### src/pbr_pkg.sv
// Shared types and constants for the pulse beat rate detector.
// Field widths, register map, divider request/response and sequencer states.
// No dependencies; compile first.
package pbr_pkg;

	localparam int HISTORY_DEPTH_DEF = 10;

	localparam int SAMPLE_W = 10;
	localparam int TICK_W   = 16;
	localparam int IVL_W    = 8;
	localparam int BPM_W    = 8;
	localparam int NUM_W    = 24;
	localparam int DIVS_W   = 8;
	localparam int STEP_W   = $clog2(NUM_W + 1);

	localparam int APB_AW = 5;
	localparam int APB_DW = 32;

	localparam int MIN_BEATS = 3;

	localparam logic [SAMPLE_W-1:0] TRACK_RST = 10'd512;

	localparam logic [IVL_W-1:0] MIN_INTERVAL_RST   = 8'd20;
	localparam logic [IVL_W-1:0] MAX_INTERVAL_RST   = 8'd200;
	localparam logic [NUM_W-1:0] RATE_NUMERATOR_RST = 24'd1171875;
	localparam logic [BPM_W-1:0] BPM_FLOOR_RST      = 8'd50;
	localparam logic [BPM_W-1:0] BPM_CEILING_RST    = 8'd180;
	localparam logic [IVL_W-1:0] WINDOW_SAMPLES_RST = 8'd100;

	typedef enum logic [2:0] {
		REG_MIN_INTERVAL   = 3'd0,
		REG_MAX_INTERVAL   = 3'd1,
		REG_RATE_NUMERATOR = 3'd2,
		REG_BPM_FLOOR      = 3'd3,
		REG_BPM_CEILING    = 3'd4,
		REG_WINDOW_SAMPLES = 3'd5
	} reg_idx_t;

	typedef struct packed {
		logic [IVL_W-1:0] min_interval;
		logic [IVL_W-1:0] max_interval;
		logic [NUM_W-1:0] rate_numerator;
		logic [BPM_W-1:0] bpm_floor;
		logic [BPM_W-1:0] bpm_ceiling;
		logic [IVL_W-1:0] window_samples;
	} cfg_t;

	typedef struct packed {
		logic              start;
		logic [NUM_W-1:0]  dividend;
		logic [DIVS_W-1:0] divisor;
		logic [STEP_W-1:0] steps;
	} div_req_t;

	typedef struct packed {
		logic             done;
		logic [NUM_W-1:0] quotient;
	} div_rsp_t;

	typedef enum logic [2:0] {
		ST_IDLE,
		ST_THR,
		ST_BEAT,
		ST_SUM,
		ST_MEAN,
		ST_MEAN_WAIT,
		ST_RATE_WAIT,
		ST_EMIT
	} state_t;

endpackage

### src/pbr_in_if.sv
// Input word channel: valid/ready handshake carrying sample and timestamp.
// Depends on pbr_pkg for field widths.
interface pbr_in_if;
	import pbr_pkg::*;

	logic                valid;
	logic                ready;
	logic [SAMPLE_W-1:0] sample;
	logic [TICK_W-1:0]   timestamp;

	modport source (output valid, output sample, output timestamp, input ready);
	modport sink (input valid, input sample, input timestamp, output ready);
endinterface

### src/pbr_out_if.sv
// Result word channel: valid/ready handshake carrying bpm, beat flags and threshold.
// Depends on pbr_pkg for field widths.
interface pbr_out_if;
	import pbr_pkg::*;

	logic                valid;
	logic                ready;
	logic [BPM_W-1:0]    bpm;
	logic                beat_detected;
	logic                bpm_updated;
	logic [SAMPLE_W-1:0] threshold_level;

	modport source (output valid, output bpm, output beat_detected, output bpm_updated,
		output threshold_level, input ready);
	modport sink (input valid, input bpm, input beat_detected, input bpm_updated,
		input threshold_level, output ready);
endinterface

### src/pulse_beat_rate_detector.sv
// Pulse beat rate detector, top level: sequencer around one shared divider.
// A word with no bpm update passes ST_THR, ST_BEAT and ST_EMIT before ready returns in ST_IDLE.
// A bpm update adds the ring sum, a 12-step mean and a 24-step rate division before ST_EMIT.
// One word at a time; the result register frees the input while a result waits to be taken.
// arst_n clears all tracking state, the interval count and bpm; ring entries are not cleared.
module pulse_beat_rate_detector #(
	parameter int HISTORY_DEPTH = pbr_pkg::HISTORY_DEPTH_DEF
) (
	input  logic                       clk,
	input  logic                       arst_n,
	pbr_in_if.sink                     pulse,
	pbr_out_if.source                  report,
	input  logic                       psel,
	input  logic                       penable,
	input  logic                       pwrite,
	input  logic [pbr_pkg::APB_AW-1:0] paddr,
	input  logic [pbr_pkg::APB_DW-1:0] pwdata,
	output logic [pbr_pkg::APB_DW-1:0] prdata,
	output logic                       pready
);
	import pbr_pkg::*;

	localparam int SLOT_W = $clog2(HISTORY_DEPTH);
	localparam int CNT_W  = $clog2(HISTORY_DEPTH + 1);
	localparam int SUM_W  = IVL_W + $clog2(HISTORY_DEPTH);

	cfg_t     cfg;
	div_req_t div_req;
	div_rsp_t div_rsp;
	state_t   state_q;
	state_t   state_d;

	logic [SAMPLE_W-1:0] s_q;
	logic [SAMPLE_W-1:0] max_q;
	logic [SAMPLE_W-1:0] min_q;
	logic [SAMPLE_W-1:0] prior_q;
	logic [SAMPLE_W-1:0] thr_q;
	logic [SAMPLE_W-1:0] thr_d;
	logic [TICK_W-1:0]   ts_q;
	logic [TICK_W-1:0]   last_q;
	logic [TICK_W-1:0]   gap_q;
	logic [IVL_W-1:0]    ring_q [HISTORY_DEPTH];
	logic [SLOT_W-1:0]   slot_q;
	logic [CNT_W-1:0]    cnt_q;
	logic [CNT_W-1:0]    cnt_inc;
	logic [CNT_W-1:0]    idx_q;
	logic [IVL_W-1:0]    wc_q;
	logic [IVL_W:0]      wc_next;
	logic [BPM_W-1:0]    bpm_q;
	logic                beat_q;
	logic                upd_q;
	logic [SUM_W-1:0]    total_q;

	logic                out_valid_q;
	logic [BPM_W-1:0]    out_bpm_q;
	logic                out_beat_q;
	logic                out_upd_q;
	logic [SAMPLE_W-1:0] out_thr_q;

	logic              take;
	logic              crossing;
	logic              beat_ok;
	logic              win_hit;
	logic              sum_last;
	logic              out_free;
	logic [IVL_W-1:0]  mean;
	logic [NUM_W-1:0]  raised;
	logic [BPM_W-1:0]  clamped;

	pbr_regs u_regs (
		.clk     (clk),
		.arst_n  (arst_n),
		.psel    (psel),
		.penable (penable),
		.pwrite  (pwrite),
		.paddr   (paddr),
		.pwdata  (pwdata),
		.prdata  (prdata),
		.pready  (pready),
		.cfg     (cfg)
	);

	pbr_div u_div (
		.clk    (clk),
		.arst_n (arst_n),
		.req    (div_req),
		.rsp    (div_rsp)
	);

	assign pulse.ready = (state_q == ST_IDLE);
	assign take        = pulse.valid && pulse.ready;

	assign crossing = (s_q > thr_q) && (prior_q <= thr_q);
	assign beat_ok  = crossing && (gap_q > TICK_W'(cfg.min_interval))
		&& (gap_q < TICK_W'(cfg.max_interval));
	assign cnt_inc  = (cnt_q < CNT_W'(HISTORY_DEPTH)) ? cnt_q + CNT_W'(1) : cnt_q;
	assign wc_next  = {1'b0, wc_q} + (IVL_W + 1)'(1);
	assign win_hit  = wc_next >= {1'b0, cfg.window_samples};
	assign sum_last = (idx_q + CNT_W'(1)) == cnt_q;
	assign out_free = !out_valid_q || report.ready;

	assign mean    = div_rsp.quotient[IVL_W-1:0];
	assign raised  = (div_rsp.quotient < NUM_W'(cfg.bpm_floor)) ? NUM_W'(cfg.bpm_floor)
		: div_rsp.quotient;
	assign clamped = (raised > NUM_W'(cfg.bpm_ceiling)) ? cfg.bpm_ceiling : raised[BPM_W-1:0];

	always_comb begin
		if (max_q >= min_q) begin
			thr_d = min_q + ((max_q - min_q) >> 1);
		end else begin
			thr_d = max_q + ((min_q - max_q) >> 1);
		end
	end

	always_ff @(posedge clk or negedge arst_n) begin
		if (!arst_n) begin
			state_q <= ST_IDLE;
		end else begin
			state_q <= state_d;
		end
	end

	always_comb begin
		state_d = state_q;
		div_req = '0;
		case (state_q)
			ST_IDLE: begin
				if (take) state_d = ST_THR;
			end
			ST_THR: begin
				state_d = ST_BEAT;
			end
			ST_BEAT: begin
				if (beat_ok && (cnt_inc >= CNT_W'(MIN_BEATS))) state_d = ST_SUM;
				else state_d = ST_EMIT;
			end
			ST_SUM: begin
				if (sum_last) state_d = ST_MEAN;
			end
			ST_MEAN: begin
				div_req.start    = 1'b1;
				div_req.dividend = NUM_W'(total_q) << (NUM_W - SUM_W);
				div_req.divisor  = DIVS_W'(cnt_q);
				div_req.steps    = STEP_W'(SUM_W);
				state_d          = ST_MEAN_WAIT;
			end
			ST_MEAN_WAIT: begin
				if (div_rsp.done) begin
					if (mean == '0) begin
						state_d = ST_EMIT;
					end else begin
						div_req.start    = 1'b1;
						div_req.dividend = cfg.rate_numerator;
						div_req.divisor  = mean;
						div_req.steps    = STEP_W'(NUM_W);
						state_d          = ST_RATE_WAIT;
					end
				end
			end
			ST_RATE_WAIT: begin
				if (div_rsp.done) state_d = ST_EMIT;
			end
			ST_EMIT: begin
				if (out_free) state_d = ST_IDLE;
			end
			default: state_d = ST_IDLE;
		endcase
	end

	always_ff @(posedge clk or negedge arst_n) begin
		if (!arst_n) begin
			max_q   <= TRACK_RST;
			min_q   <= TRACK_RST;
			prior_q <= '0;
			last_q  <= '0;
			slot_q  <= '0;
			cnt_q   <= '0;
			wc_q    <= '0;
			bpm_q   <= '0;
			beat_q  <= 1'b0;
			upd_q   <= 1'b0;
		end else begin
			case (state_q)
				ST_IDLE: begin
					if (take) begin
						beat_q <= 1'b0;
						upd_q  <= 1'b0;
						if (pulse.sample > max_q) max_q <= pulse.sample;
						if (pulse.sample < min_q) min_q <= pulse.sample;
					end
				end
				ST_BEAT: begin
					prior_q <= s_q;
					if (beat_ok) begin
						slot_q <= (slot_q == SLOT_W'(HISTORY_DEPTH - 1)) ? '0
							: slot_q + SLOT_W'(1);
						cnt_q  <= cnt_inc;
						last_q <= ts_q;
						beat_q <= 1'b1;
					end
					if (win_hit) begin
						wc_q  <= '0;
						max_q <= s_q;
						min_q <= s_q;
					end else begin
						wc_q <= wc_next[IVL_W-1:0];
					end
				end
				ST_MEAN_WAIT: begin
					if (div_rsp.done && (mean == '0)) begin
						bpm_q <= cfg.bpm_ceiling;
						upd_q <= 1'b1;
					end
				end
				ST_RATE_WAIT: begin
					if (div_rsp.done) begin
						bpm_q <= clamped;
						upd_q <= 1'b1;
					end
				end
				default: ;
			endcase
		end
	end

	always_ff @(posedge clk) begin
		case (state_q)
			ST_IDLE: begin
				if (take) begin
					s_q  <= pulse.sample;
					ts_q <= pulse.timestamp;
				end
			end
			ST_THR: begin
				thr_q <= thr_d;
				gap_q <= ts_q - last_q;
			end
			ST_BEAT: begin
				if (beat_ok) ring_q[slot_q] <= gap_q[IVL_W-1:0];
				total_q <= '0;
				idx_q   <= '0;
			end
			ST_SUM: begin
				total_q <= total_q + SUM_W'(ring_q[idx_q[SLOT_W-1:0]]);
				idx_q   <= idx_q + CNT_W'(1);
			end
			default: ;
		endcase
	end

	always_ff @(posedge clk or negedge arst_n) begin
		if (!arst_n) begin
			out_valid_q <= 1'b0;
		end else if ((state_q == ST_EMIT) && out_free) begin
			out_valid_q <= 1'b1;
		end else if (report.ready) begin
			out_valid_q <= 1'b0;
		end
	end

	always_ff @(posedge clk) begin
		if ((state_q == ST_EMIT) && out_free) begin
			out_bpm_q  <= bpm_q;
			out_beat_q <= beat_q;
			out_upd_q  <= upd_q;
			out_thr_q  <= thr_q;
		end
	end

	assign report.valid           = out_valid_q;
	assign report.bpm             = out_bpm_q;
	assign report.beat_detected   = out_beat_q;
	assign report.bpm_updated     = out_upd_q;
	assign report.threshold_level = out_thr_q;

`ifndef SYNTHESIS
	a_cnt_bound: assert property (@(posedge clk) disable iff (!arst_n)
		cnt_q <= CNT_W'(HISTORY_DEPTH))
		else $error("beat count above history depth");

	a_slot_bound: assert property (@(posedge clk) disable iff (!arst_n)
		{1'b0, slot_q} < (SLOT_W + 1)'(HISTORY_DEPTH))
		else $error("ring slot out of range");

	a_upd_needs_beat: assert property (@(posedge clk) disable iff (!arst_n)
		report.valid && report.bpm_updated |-> report.beat_detected)
		else $error("bpm updated without an accepted beat");

	a_div_done_wait: assert property (@(posedge clk) disable iff (!arst_n)
		div_rsp.done |-> (state_q == ST_MEAN_WAIT || state_q == ST_RATE_WAIT))
		else $error("divider finished outside a wait state");

	a_busy_after_take: assert property (@(posedge clk) disable iff (!arst_n)
		take |=> !pulse.ready)
		else $error("ready again right after accepting a word");
`endif

endmodule

### src/pbr_regs.sv
// APB-style configuration register file for the pulse beat rate detector.
// Depends on pbr_pkg for the register map and the cfg_t bundle.
module pbr_regs (
	input  logic                        clk,
	input  logic                        arst_n,
	input  logic                        psel,
	input  logic                        penable,
	input  logic                        pwrite,
	input  logic [pbr_pkg::APB_AW-1:0]  paddr,
	input  logic [pbr_pkg::APB_DW-1:0]  pwdata,
	output logic [pbr_pkg::APB_DW-1:0]  prdata,
	output logic                        pready,
	output pbr_pkg::cfg_t               cfg
);
	import pbr_pkg::*;

	cfg_t     cfg_q;
	reg_idx_t idx;
	logic     wr_en;

	assign pready = 1'b1;
	assign idx    = reg_idx_t'(paddr[APB_AW-1:2]);
	assign wr_en  = psel && penable && pwrite;
	assign cfg    = cfg_q;

	always_ff @(posedge clk or negedge arst_n) begin
		if (!arst_n) begin
			cfg_q.min_interval   <= MIN_INTERVAL_RST;
			cfg_q.max_interval   <= MAX_INTERVAL_RST;
			cfg_q.rate_numerator <= RATE_NUMERATOR_RST;
			cfg_q.bpm_floor      <= BPM_FLOOR_RST;
			cfg_q.bpm_ceiling    <= BPM_CEILING_RST;
			cfg_q.window_samples <= WINDOW_SAMPLES_RST;
		end else if (wr_en) begin
			case (idx)
				REG_MIN_INTERVAL:   cfg_q.min_interval   <= pwdata[IVL_W-1:0];
				REG_MAX_INTERVAL:   cfg_q.max_interval   <= pwdata[IVL_W-1:0];
				REG_RATE_NUMERATOR: cfg_q.rate_numerator <= pwdata[NUM_W-1:0];
				REG_BPM_FLOOR:      cfg_q.bpm_floor      <= pwdata[BPM_W-1:0];
				REG_BPM_CEILING:    cfg_q.bpm_ceiling    <= pwdata[BPM_W-1:0];
				REG_WINDOW_SAMPLES: cfg_q.window_samples <= pwdata[IVL_W-1:0];
				default: ;
			endcase
		end
	end

	always_comb begin
		prdata = '0;
		case (idx)
			REG_MIN_INTERVAL:   prdata = APB_DW'(cfg_q.min_interval);
			REG_MAX_INTERVAL:   prdata = APB_DW'(cfg_q.max_interval);
			REG_RATE_NUMERATOR: prdata = APB_DW'(cfg_q.rate_numerator);
			REG_BPM_FLOOR:      prdata = APB_DW'(cfg_q.bpm_floor);
			REG_BPM_CEILING:    prdata = APB_DW'(cfg_q.bpm_ceiling);
			REG_WINDOW_SAMPLES: prdata = APB_DW'(cfg_q.window_samples);
			default:            prdata = '0;
		endcase
	end

endmodule

### src/pbr_div.sv
// Shared restoring divider, one quotient bit per cycle.
// Dividend is left-aligned; the caller sets the number of steps.
// Depends on pbr_pkg for div_req_t and div_rsp_t.
module pbr_div (
	input  logic              clk,
	input  logic              arst_n,
	input  pbr_pkg::div_req_t req,
	output pbr_pkg::div_rsp_t rsp
);
	import pbr_pkg::*;

	logic              busy_q;
	logic              done_q;
	logic [STEP_W-1:0] cnt_q;
	logic [DIVS_W-1:0] rem_q;
	logic [DIVS_W-1:0] dvs_q;
	logic [NUM_W-1:0]  dvd_q;
	logic [NUM_W-1:0]  quo_q;
	logic [DIVS_W:0]   trial;
	logic [DIVS_W:0]   diff;
	logic              fits;

	assign trial = {rem_q, dvd_q[NUM_W-1]};
	assign diff  = trial - {1'b0, dvs_q};
	assign fits  = trial >= {1'b0, dvs_q};

	assign rsp.done     = done_q;
	assign rsp.quotient = quo_q;

	always_ff @(posedge clk or negedge arst_n) begin
		if (!arst_n) begin
			busy_q <= 1'b0;
			done_q <= 1'b0;
			cnt_q  <= '0;
		end else begin
			done_q <= 1'b0;
			if (req.start) begin
				busy_q <= 1'b1;
				cnt_q  <= req.steps;
			end else if (busy_q) begin
				cnt_q <= cnt_q - STEP_W'(1);
				if (cnt_q == STEP_W'(1)) begin
					busy_q <= 1'b0;
					done_q <= 1'b1;
				end
			end
		end
	end

	always_ff @(posedge clk) begin
		if (req.start) begin
			rem_q <= '0;
			dvs_q <= req.divisor;
			dvd_q <= req.dividend;
			quo_q <= '0;
		end else if (busy_q) begin
			rem_q <= fits ? diff[DIVS_W-1:0] : trial[DIVS_W-1:0];
			dvd_q <= {dvd_q[NUM_W-2:0], 1'b0};
			quo_q <= {quo_q[NUM_W-2:0], fits};
		end
	end

endmodule

### src/flat_wrapper.sv
// flat-port wrapper written by rule: the top's interface ports become plain ports
module pulse_beat_rate_detector_flat import pbr_pkg::*;
#(
	parameter int HISTORY_DEPTH = pbr_pkg::HISTORY_DEPTH_DEF
)
  (clk, arst_n, psel, penable, pwrite, paddr, pwdata, prdata, pready, pulse_valid, pulse_sample, pulse_timestamp, pulse_ready, report_valid, report_bpm, report_beat_detected, report_bpm_updated, report_threshold_level, report_ready);
  pbr_in_if pulse_i ();
  pbr_out_if report_i ();
  input  logic clk;
  input  logic arst_n;
  input  logic psel;
  input  logic penable;
  input  logic pwrite;
  input  logic [pbr_pkg::APB_AW-1:0] paddr;
  input  logic [pbr_pkg::APB_DW-1:0] pwdata;
  output logic [pbr_pkg::APB_DW-1:0] prdata;
  output logic pready;
  input wire logic [$bits(pulse_i.valid)-1:0] pulse_valid;
  input wire logic [$bits(pulse_i.sample)-1:0] pulse_sample;
  input wire logic [$bits(pulse_i.timestamp)-1:0] pulse_timestamp;
  output wire logic [$bits(pulse_i.ready)-1:0] pulse_ready;
  output wire logic [$bits(report_i.valid)-1:0] report_valid;
  output wire logic [$bits(report_i.bpm)-1:0] report_bpm;
  output wire logic [$bits(report_i.beat_detected)-1:0] report_beat_detected;
  output wire logic [$bits(report_i.bpm_updated)-1:0] report_bpm_updated;
  output wire logic [$bits(report_i.threshold_level)-1:0] report_threshold_level;
  input wire logic [$bits(report_i.ready)-1:0] report_ready;
  assign pulse_i.valid = pulse_valid;
  assign pulse_i.sample = pulse_sample;
  assign pulse_i.timestamp = pulse_timestamp;
  assign pulse_ready = pulse_i.ready;
  assign report_valid = report_i.valid;
  assign report_bpm = report_i.bpm;
  assign report_beat_detected = report_i.beat_detected;
  assign report_bpm_updated = report_i.bpm_updated;
  assign report_threshold_level = report_i.threshold_level;
  assign report_i.ready = report_ready;
  pulse_beat_rate_detector #(.HISTORY_DEPTH(HISTORY_DEPTH)) u_core (.clk(clk), .arst_n(arst_n), .pulse(pulse_i), .report(report_i), .psel(psel), .penable(penable), .pwrite(pwrite), .paddr(paddr), .pwdata(pwdata), .prdata(prdata), .pready(pready));
endmodule
### config.mk
export PLATFORM = sky130hd
export DESIGN_NAME = pulse_beat_rate_detector_flat
export DESIGN_NICKNAME = d
export VERILOG_FILES = /design/src/pbr_pkg.sv /design/src/pbr_in_if.sv /design/src/pbr_out_if.sv /design/src/pulse_beat_rate_detector.sv /design/src/pbr_regs.sv /design/src/pbr_div.sv /design/src/flat_wrapper.sv
export SDC_FILE = /design/constraint.sdc
export NUM_CORES = 1
export LEC_CHECK = 0
export ABC_AREA = 1
export ABC_CLOCK_PERIOD_IN_PS = 3200
export BUFFER_PORTS_ARGS = -buffer_cell sky130_fd_sc_hd__buf_2
export CORE_ASPECT_RATIO = 0.6
export CORE_UTILIZATION = 60
export DETAILED_ROUTE_END_ITERATION = 8
export PLACE_DENSITY = 0.87
export SLEW_MARGIN = 20
export SYNTH_ARGS = -nofsm -noshare
export SYNTH_HDL_FRONTEND = slang
export SYNTH_SLANG_ARGS = --single-unit
### constraint.sdc
create_clock -name clk -period 3.2 [get_ports clk]
set_input_delay 0.64 -clock clk [delete_from_list [all_inputs] [get_ports clk]]
set_output_delay 0.64 -clock clk [all_outputs]
set_load 0.02 [all_outputs]
== Word level (Yosys, flattened, before mapping) ==
Memory sizes are Yosys's and may differ from the RTL's. A register that Yosys moved wholly into a read port is not among the register bits.
Cells that the tools add are included.
Word-level totals
  bits in registers: 299
  bits in writable memories: 80
  output and inout bits: 55
  logic and storage cells: 173
  memories kept: 1
Memory list
  u_core.ring_q: words 10, width 8, rd ports 1, clocked after Yosys merged registers in 1, write ports 1, RTL line pulse_beat_rate_detector.sv:42  | logic [IVL_W-1:0] ring_q [HISTORY_DEPTH];
Operators by class
  add/subtract/negate cells: 12
  $lt $le $gt $ge: 13
  equal/unequal tests: 25
  muxes and demuxes: 53
  reductions and logical operators: 34
Operators with widths (number)
  one-hot mux 24 bit (6 select lines): 1
  2-to-1 mux 38 bit: 2
  one-hot mux 38 bit (2 select lines): 1
  2-to-1 mux 24 bit: 3
  2-to-1 mux 10 bit: 6
  2-to-1 mux 8 bit: 5
  one-hot mux 10 bit (2 select lines): 2
  > comparator 24 x 8 -> 1 bit: 1
  less-than comparator 24 x 8 -> 1 bit: 1
  one-hot mux 12 bit (2 select lines): 1
  one-hot mux 3 bit (8 select lines): 1
  adder 10 x 9 -> 10 bit: 2
  > comparator 10 bit: 2
  subtractor 10 bit: 2
  equality test 3 bit, second input constant: 6
  greater-or-equal comparator 9 x 8 -> 1 bit: 2
  2-to-1 mux 3 bit: 6
  > comparator 16 x 8 -> 1 bit: 1
  less-than comparator 16 x 8 -> 1 bit: 1
  2-to-1 mux 1 bit: 16
  one-hot mux 8 bit (2 select lines): 1
  AND reduction 2 bit: 8
  subtractor 16 bit: 1
  adder 12 x 8 -> 12 bit: 1
  other kinds (31): 64

== Logic depth before layout (Yosys ltp) ==
Gate-level depths: netlist of run 1.
  depth after elaboration: 7
  gate-level depth with buffers: 21

== By module ==
A second synthesis of run 1 with hierarchy kept.
Unflattened totals
  cell total of the unflattened synthesis: 2473
  area, all modules: 21653.3 um^2
By module, submodules not included
  pulse_beat_rate_detector: instances 1, cells an instance 1674, area an instance 15105.7 um^2
  pbr_regs: instances 1, cells an instance 421, area an instance 3316.9 um^2
  pbr_div: instances 1, cells an instance 378, area an instance 3230.6 um^2

== Worst setup path after synthesis of run 1 ==
OpenSTA, ideal clock, no wires.
  path kind: register to register
  start point: reg u_core.min_q[2]
  end point: reg u_core.thr_q[9] (data pin)
  library setup time: 0.253 ns
  data arrival time: 2.612 ns
  required time: 2.947 ns
  path slack: 0.335 ns
  stages on the path, launching flop included: 16
  buffers on the path: 1
  clock period less this slack: 2.865 ns
  cell sequence: dfrtp_1 > inv_1 > ha_1 > clkbuf_1 > a21oi_1 > o21ai_0 > a21oi_1 > nor2_1 > nor2_1 > xor2_1 > ha_1 > a21o_1 > a221oi_1 > nand4_1 > nand3_1 > nand2_1
On the way
  word-level cells in the longest chain between the ends: 3
Ends and longest elaborated chain
  start: declaration: RTL line pulse_beat_rate_detector.sv:35  | logic [SAMPLE_W-1:0] min_q;
  start signal: assignment: RTL line pulse_beat_rate_detector.sv:189  | if (pulse.sample < min_q) min_q <= pulse.sample;
  start signal: assignment: RTL line pulse_beat_rate_detector.sv:204  | min_q <= s_q;
  subtractor 10 bit, on equally long branches: RTL line pulse_beat_rate_detector.sv:111, pulse_beat_rate_detector.sv:109
  adder 10 x 9 -> 10 bit, on equally long branches: RTL line pulse_beat_rate_detector.sv:111, pulse_beat_rate_detector.sv:109
  2-to-1 mux 10 bit *: RTL line pulse_beat_rate_detector.sv:108  | if (max_q >= min_q) begin
  named net u_core.thr_d[9]: RTL line pulse_beat_rate_detector.sv:38  | logic [SAMPLE_W-1:0] thr_d;
  end signal: assignment: RTL line pulse_beat_rate_detector.sv:235  | thr_q <= thr_d;
  end: declaration: RTL line pulse_beat_rate_detector.sv:37  | logic [SAMPLE_W-1:0] thr_q;
The timed path passes the listed nets; every way through them passes the cells marked *.
A chain may end at the register's enable or synchronous reset.

== Worst setup path after layout of run 1 ==
  start point: reg u_core.min_q[0]
  end point: reg u_core.thr_q[8] (data pin)
The elaborated chain is that of the path after synthesis.

==> results of run 1 <==
-- Yosys cell counts, types with 4 or more instances --
cell	n	area, um^2
nand2_1	481	1810
inv_1	295	1110
edfxtp_1	200	6010
a21oi_1	154	771
ha_1	150	1880
nor2_1	127	477
dfrtp_1	120	3000
o21ai_0	114	571
nand3_1	70	350
nand4_1	47	294
o21ai_1	42	210
o22ai_1	42	263
xor2_1	40	350
dfxtp_1	36	721
o211ai_1	32	240
dfstp_2	27	709
buf_2	26	130
clkbuf_1	23	86.3
mux2i_1	23	230
inv_2	17	63.8
xnor2_1	15	131
buf_4	14	105
nand3_2	12	120
nor3_1	12	60.1
buf_6	9	101
o211ai_2	9	113
o21a_1	8	60.1
or2_2	8	50.1
a22o_1	7	61.3
a22oi_1	7	52.6
a31oi_1	7	43.8
fa_1	7	140
nor2_2	7	43.8
nor2_4	6	67.6
a21o_1	5	37.5
a221oi_1	5	43.8
nand2_2	5	31.3
o2111ai_1	4	35.0
o21bai_1	4	30.0
-- cell families after synthesis --
family / count (synthesis) / share of synthesized area [%]
multiplexers: 23 / 1.10
adder cells (fa/ha/maj): 157 / 9.61
XOR/XNOR: 55 / 2.30
other: 2 / 0.0358
AO/OA/AOI/OAI: 456 / 12.7
buffers and inverters: 388 / 7.76
flip-flops: 383 / 49.7
AND/OR/NAND/NOR: 793 / 16.7
-- power breakdown --
part / switching (uW) / total, uW / internal (uW)
Sequential: 737 / 7270 / 6530
Combinational: 8580 / 13900 / 5330
Clock: 2000 / 4290 / 2290
Total: 11300 / 25500 / 14200
-- flip-flops by register name (all words and copies together), names as in the netlist, 10 cells and up, named ones only --
register                       flops
u_core.report.threshold_level     10
u_core.max_q                      10
u_core.prior_q                    10
u_core.thr_q                      10
u_core.ring_q                     80
u_core.s_q                        10
u_core.u_div.dvd_q                24
u_core.total_q                    12
u_core.last_q                     16
u_core.u_regs.cfg                 64
u_core.ts_q                       16
u_core.gap_q                      16
u_core.u_div.quo_q                24
u_core.min_q                      10
-- layout make-up --
class,instances,area [um^2]
sequential,383,10400
fill,2422,10300
multi-input combinational,1494,9190
timing repair buffer,195,1260
inverter,314,1190
clock buffer,48,1020
tap,459,574
clock inverter,20,138
antenna,1,2.50
-- layer usage --
layer | up-vias | track usage [%]
met3 | 125 | 7.20
met5 | - | 0
met1 | 8383 | 45.4
li1 | 7992 | -
met2 | 931 | 46.5
met4 | 2 | 7.74
-- timing repair --
| action | 4_1_cts | 5_1_grt |
|---|---|---|
| hold endpoints to repair | 13 | 0 |
| setup endpoints to repair | 7 | 18 |
| hold buffers | 1 | 0 |
| gates cloned | 0 | 1 |
| setup buffers | 0 | 18 |
| pin swaps | 0 | 27 |
| resized for setup | 6 | 68 |
-- stage by stage --
step | instance area, um^2 | setup slack [ps] | util, %
after global routing | 23800 | -65.0 | 69.9
final | 23800 | 121 | 69.9
after detailed placement | 22200 | -30.5 | 65.2
after CTS | 23400 | 11.4 | 68.7
after global placement | 22200 | 1.16 | 65.2
after floorplan | 21000 | 335 | -
-- worst reg2reg max path: stages, from the launching register on --
cell and delay (ps):
dfrtp_2 460, inv_2 80, ha_4 140, inv_4 40, fa_2 390, nand2_2 70, nand2_2 70, a31oi_1 180
o21ai_1 100, xor2_1 180, ha_1 360, inv_2 110, nor3_2 50, nand2_1 100, o311ai_2 110, xnor2_1 270
o21ai_2 110
-- how the worst max path moves through the flow --
stage | endpoint | slack [ps] | cells past startpoint
5_1_grt | u_core.total_q[10] | -60 | 17
2_1_floorplan | u_core.thr_q[9] | 330 | 15
6_report | u_core.thr_q[8] | 120 | 16
3_3_place_gp | u_core.bpm_q[3] | 1 | 20
3_5_place_dp | u_core.thr_q[8] | -30 | 14
4_1_cts | u_core.thr_q[9] | 10 | 17
==> impl_results.md, run 1 <==
* Result of the run: complete, no violations
* Clock Path Buffers at 3
* Kind of path behind the tightest hold check: primary input to flip-flop
* Most used cells in the layout excluding fill and tap cells: nand2_1 (472), inv_1 (283), edfxtp_1 (200)
* Pin count of the biggest net entering global routing at 135
* Leakage power figure at 0.0109 uW
* Num rows at 52
* YS warnings at 0
* Top fanout value on the critical path at 5
* Final GP Congestion at just under 1
* First-pass GRT wire length at 87100 um
* Startpoint of the tightest hold check path: pulse_timestamp[1]
* Post-synthesis instance area at ~21000 um^2
* Cells on worst reg2reg path at 16
* Number of hold violations in the final report at 0
* Die Area at approximately 36000 um^2
* Number of remaining DRC errors at 0
* Highest routed metal layer: met5
* Worst Setup Start Kind: flip-flop
* Number of buffer and inverter stages on the critical path at 3
* Length of the first detailed-routing pass in iterations at 6
* Root buf cell: clkbuf_16
* Overall via count from detail_route at between 15000 and 20000
* Crit-path slowest cell: dfrtp_2
* Routed wire length at 56300 um
* Final cell count without fillers at 2914
* RSZ-0062 raised after global routing: yes
* Period utilisation layout at 96.2%
* Commonest non-fill, non-tap cell in the layout: nand2_1
* Worst flop-to-flop path startpoint: u_core.min_q[0]
* Sequential element share of the synthesized area at 49.7%
* Achievable Freq at 325 MHz
* Detail Placement HPWL at 40000 um
* Iter 0 DRT Violations at 1862
* Max_cap viols at 0
* Initial standard-cell utilization of the core at 61.5%
* Die Span Y at 147 um
* Layout overhead on the synthesized area at 13.5%
* Shortest clock period the worst path allows after layout at 3080 ps
* Detailed-routed wire length on met2 at 24600 um
* Input/output buffers at 105
* Predominant post-synthesis flop cell: edfxtp_1
* End of the worst hold path: u_core.ts_q[1]
* Worst-skew pair later-pin latency at 560 ps
* Post-Place Cells at 2825
* Gate family responsible for the most delay along the worst path: adder cells
* Cells traversed along the worst timing path: inv_2 -> ha_4 -> inv_4 -> fa_2 -> nand2_2 -> nand2_2 -> a31oi_1 -> o21ai_1 -> xor2_1 -> ha_1 -> inv_2 -> nor3_2 -> nand2_1 -> o311ai_2 -> xnor2_1 -> o21ai_2
* CTS Buf Count at 37
* Flop and latch count out of synthesis at 383
* Count of final max-slew check failures at 0
* Power per cell area at 1070 nW/um^2
* Initial antenna violation count at 2
* Category of the most critical setup path: flip-flop to flip-flop
* Maximum resistive drop on vdd at between 0.7 and 0.8 mV
* EDFF count, synth at 200
* Final setup TNS at 0 ps
* Crit path capture type: flip-flop
* Ratio of cells with drive above 1 in the final layout at 17.3%
* Worst path required time at 3480 ps
* Total global-route track usage at 30.9%
* Width of the chip at 243 um
* Clock tree from TritonCTS: done
* Slowest Stage Delay on Critical Path at 460 ps
* Number of setup violations in the final report at 0
* CP Data Arrival Time at 3360 ps
* Average footprint of a synthesized cell at 9.30 um^2
* Worst setup path startpoint: u_core.min_q[0]
* Vias per std cell at approximately 6
* I/O pin count at 125
* CTS clock-pin slew for the worst setup and hold paths at 70 ps
* TritonCTS Sinks at 383
* Total power of the final layout at 25500 uW
* Area of the core region at between 30000 and 40000 um^2
* Average wire length per cell after detail routing at 19.3 um
* Number of distinct standard cells referenced by the synthesized netlist at 61
* Number of global-route vias before repair at 16600
* Async S/R FF share, synth at 38.4%
* Htree depth at 2
* Fin Hold WS at 273 ps
* Reg2reg setup slack at 120 ps
* Worst slew slack as a fraction of its limit at between 40% and 50%
* Capturing point of the worst reg2reg path: u_core.thr_q[8]
* Met1 wire length at 24100 um
* Antenna viol nets, final at 0
* Clock Skews at 27.2 ps
* Total met3 wirelength after detailed routing at 6140 um
* Number of cells on the worst hold path at 1
* Transition time of the tightest slew-check pin at 856 ps
* Number of nets in the layout at about 2700
* Overflow left after global routing at 0
* Instance count of the mapped netlist at 2257
(Power assumes the default switching activity.)
==> inputs of run 2 (changes only) <==
--- a/config.mk
+++ b/config.mk
@@ -11,6 +11,7 @@
 export CORE_ASPECT_RATIO = 0.6
 export CORE_UTILIZATION = 60
 export DETAILED_ROUTE_END_ITERATION = 8
+export GPL_TIMING_DRIVEN = 0
 export PLACE_DENSITY = 0.87
 export SLEW_MARGIN = 20
 export SYNTH_ARGS = -nofsm -noshare
==> run 2 against run 1 <==
  * Hold slack got worse by 230 ps
  * Sequential share of layout area shrank 0.33 points
  * Routed wire length increased by 0.44%
  * First-iteration DRC count increased by 7.3%
  * Core utilization grew 0.59 points
  * Largest cell class unchanged
==> impl_results.md, run 2 (synthesized netlist as in run 1, its figures left out) <==
* Root buf cell: clkbuf_16
* Worst slew slack as a fraction of its limit at 32.9% (-10 points)
* Largest register FFs at 80 (unchanged)
* Capturing point of the worst reg2reg path: u_core.thr_q[9]
* Max_cap viols at 0 (unchanged)
* Detail Placement HPWL at 40800 um (+2.1%)
* Power per cell area at 1070 nW/um^2 (about the same)
* Htree depth at 2 (unchanged)
* Final GP Congestion at 0.991 (+1.9%)
* Category of the most critical setup path: flip-flop to flip-flop
* Transition time of the tightest slew-check pin at 1000 ps (+145 ps)
* Combined area of the multi-input logic cells at 9330 um^2 (+1.6%)
* Worst-skew pair later-pin latency at 550 ps (about the same)
* Die Span Y at 147 um (unchanged)
* Top fanout value on the critical path at 6 (+1)
* Shortest clock period the worst path allows after layout at 3180 ps (+105 ps)
* Result of the run: complete, no violations
* Crit path capture type: flip-flop
* Achievable Freq at 314 MHz (-3.3%)
* Kind of path behind the tightest hold check: primary input to asynchronous set/reset pin
* Width of the chip at 243 um (unchanged)
* Iter 0 DRT Violations at 1998 (+7.3%)
* Leakage power figure at 0.0109 uW (+0.11%)
* Number of diodes at 0 (-1)
* TritonCTS Sinks at 383 (unchanged)
* Worst flop-to-flop path startpoint: u_core.min_q[3]
* Routed wire length at 56500 um (+0.44%)
* Initial standard-cell utilization of the core at 61.5% (unchanged)
* Most used cells in the layout excluding fill and tap cells: nand2_1 (470), inv_1 (286), edfxtp_1 (200)
* Cells on worst reg2reg path at 14 (-2)
* CTS Buf Count at 36 (-2.7%)
* Reg area at 10500 um^2 (about the same)
* Filler cell count in the final layout at 2416 (-0.25%)
* RSZ-0062 raised after global routing: yes
* Clock Skews at 35.4 ps (+8.19 ps)
* Worst Setup Start Kind: flip-flop
* Final Util at 70.5% (+0.59 points)
* Clock tree from TritonCTS: done
* Top reg by flops: u_core.ring_q
* Reg2reg setup slack at 20 ps (-110 ps)
* Num rows at 52 (unchanged)
* First-pass GRT wire length at 86700 um (-0.44%)
* Total global-route track usage at 30.8% (-0.11 points)
* Fin Hold WS at 38.7 ps (-234 ps)
* Worst path required time at 3470 ps (about the same)
* Antenna viol nets, final at 0 (unchanged)
* Pin count of the biggest net entering global routing at 93 (-31%)
* Length of the first detailed-routing pass in iterations at 6 (unchanged)
* Clock Path Buffers at 3 (unchanged)
* I/O pin count at 125 (unchanged)
* CP Data Arrival Time at 3460 ps (+100 ps)
* Number of setup violations in the final report at 0 (unchanged)
* Layout overhead on the synthesized area at 14.5%
* Ratio of cells with drive above 1 in the final layout at 17.8% (+0.49 points)
* Number of hold violations in the final report at 0 (unchanged)
* Average wire length per cell after detail routing at 19.4 um (+0.47%)
* Overall via count from detail_route at 17400 (+0.017%)
* Initial antenna violation count at 0 (-2)
* Commonest non-fill, non-tap cell in the layout: nand2_1
* Number of global-route vias before repair at 16400 (-1.2%)
* Number of remaining DRC errors at 0 (unchanged)
* CTS clock-pin slew for the worst setup and hold paths at 70 ps (about the same)
* Area of the core region at 34100 um^2 (unchanged)
* Input/output buffers at 104 (-0.95%)
* Maximum resistive drop on vdd at 0.683 mV (-5.9%)
* Vias per std cell at 5.99 (about the same)
* Number of nets in the layout at 2654 (+0.075%)
* Die Area at 35700 um^2 (unchanged)
* Period utilisation layout at 99.5% (+3.3 points)
* Count of final max-slew check failures at 0 (unchanged)
* Overflow left after global routing at 0 (unchanged)
[run 2: final cells by class]
type | count | share of cell area, %
Buffer | 69 | 1.92
Clock buffer | 49 | 4.26
Clock inverter | 16 | 1.06
Inverter | 314 | 4.94
Multi-Input combinational cell | 1494 | 38.8
Sequential cell | 383 | 43.5
Tap cell | 459 | 2.39
Timing Repair Buffer | 129 | 3.07
[run 2: power breakdown]
part           internal, uW  switching [uW]  total, uW
sequential             6540             803       7350
clock                  2750            1950       4700
combinational          5120            8540      13700
[run 2: layer usage]
metal	up-vias	global-route usage, %	wire [um]
met3	144	7.23	6350
met5	-	0	0
li1	8007	-	-
met2	941	46.7	25000
met4	0	7.86	1360
met1	8344	44.8	23800
[run 2: how the worst max path moves through the flow]
stage               startpoint                  to  slack [ps]  cells past startpoint
4_1_cts        u_core.min_q[2]     u_core.thr_q[9]          -2                     14
6_report       u_core.min_q[3]     u_core.thr_q[9]          20                     14
5_1_grt              flip-flop  u_core.total_q[10]        -120                     18
3_3_place_gp            arst_n    u_core.last_q[8]        -710                      1
3_5_place_dp   u_core.min_q[2]     u_core.thr_q[9]        -340                     15
2_1_floorplan  u_core.min_q[2]     u_core.thr_q[9]         330                     15
[run 2: through the flow]
step | TNS (ps) | cell area, um^2 | power [uW] | setup slack [ps] | instances
3_5_place_dp | -2680 | 22200 | 19000 | -341 | 2828
5_1_grt | -560 | 24000 | 27300 | -118 | 2913
6_report | 0 | 24000 | 25700 | 16.1 | 2913
4_1_cts | -1.74 | 23500 | 24000 | -1.74 | 2889
3_3_place_gp | -85060 | 22100 | 18600 | -714 | 2827
2_1_floorplan | 0 | 21000 | 15800 | 335 | 2264
[run 2: what timing repair did]
action / in CTS / in global routing
gates resized for setup: 27 / 106
gates cloned: 0 / 2
setup endpoints to repair: 26 / 98
hold endpoints to repair: 0 / 0
setup buffers: 0 / 23
hold buffers: 0 / 0
pin swaps: 1 / 23
[run 2: worst max-delay path: stages (launching register included)]
cell and delay [ps]:
dfrtp_2 460, inv_1 100, ha_2 330, nand2_2 110, o21ai_1 80, a21oi_2 170
nor2_1 60, nor2_1 120, xor2_1 330, ha_1 340, a21o_1 220, a221oi_2 280
nand4_1 120, nand3_1 110, nand2_1 90
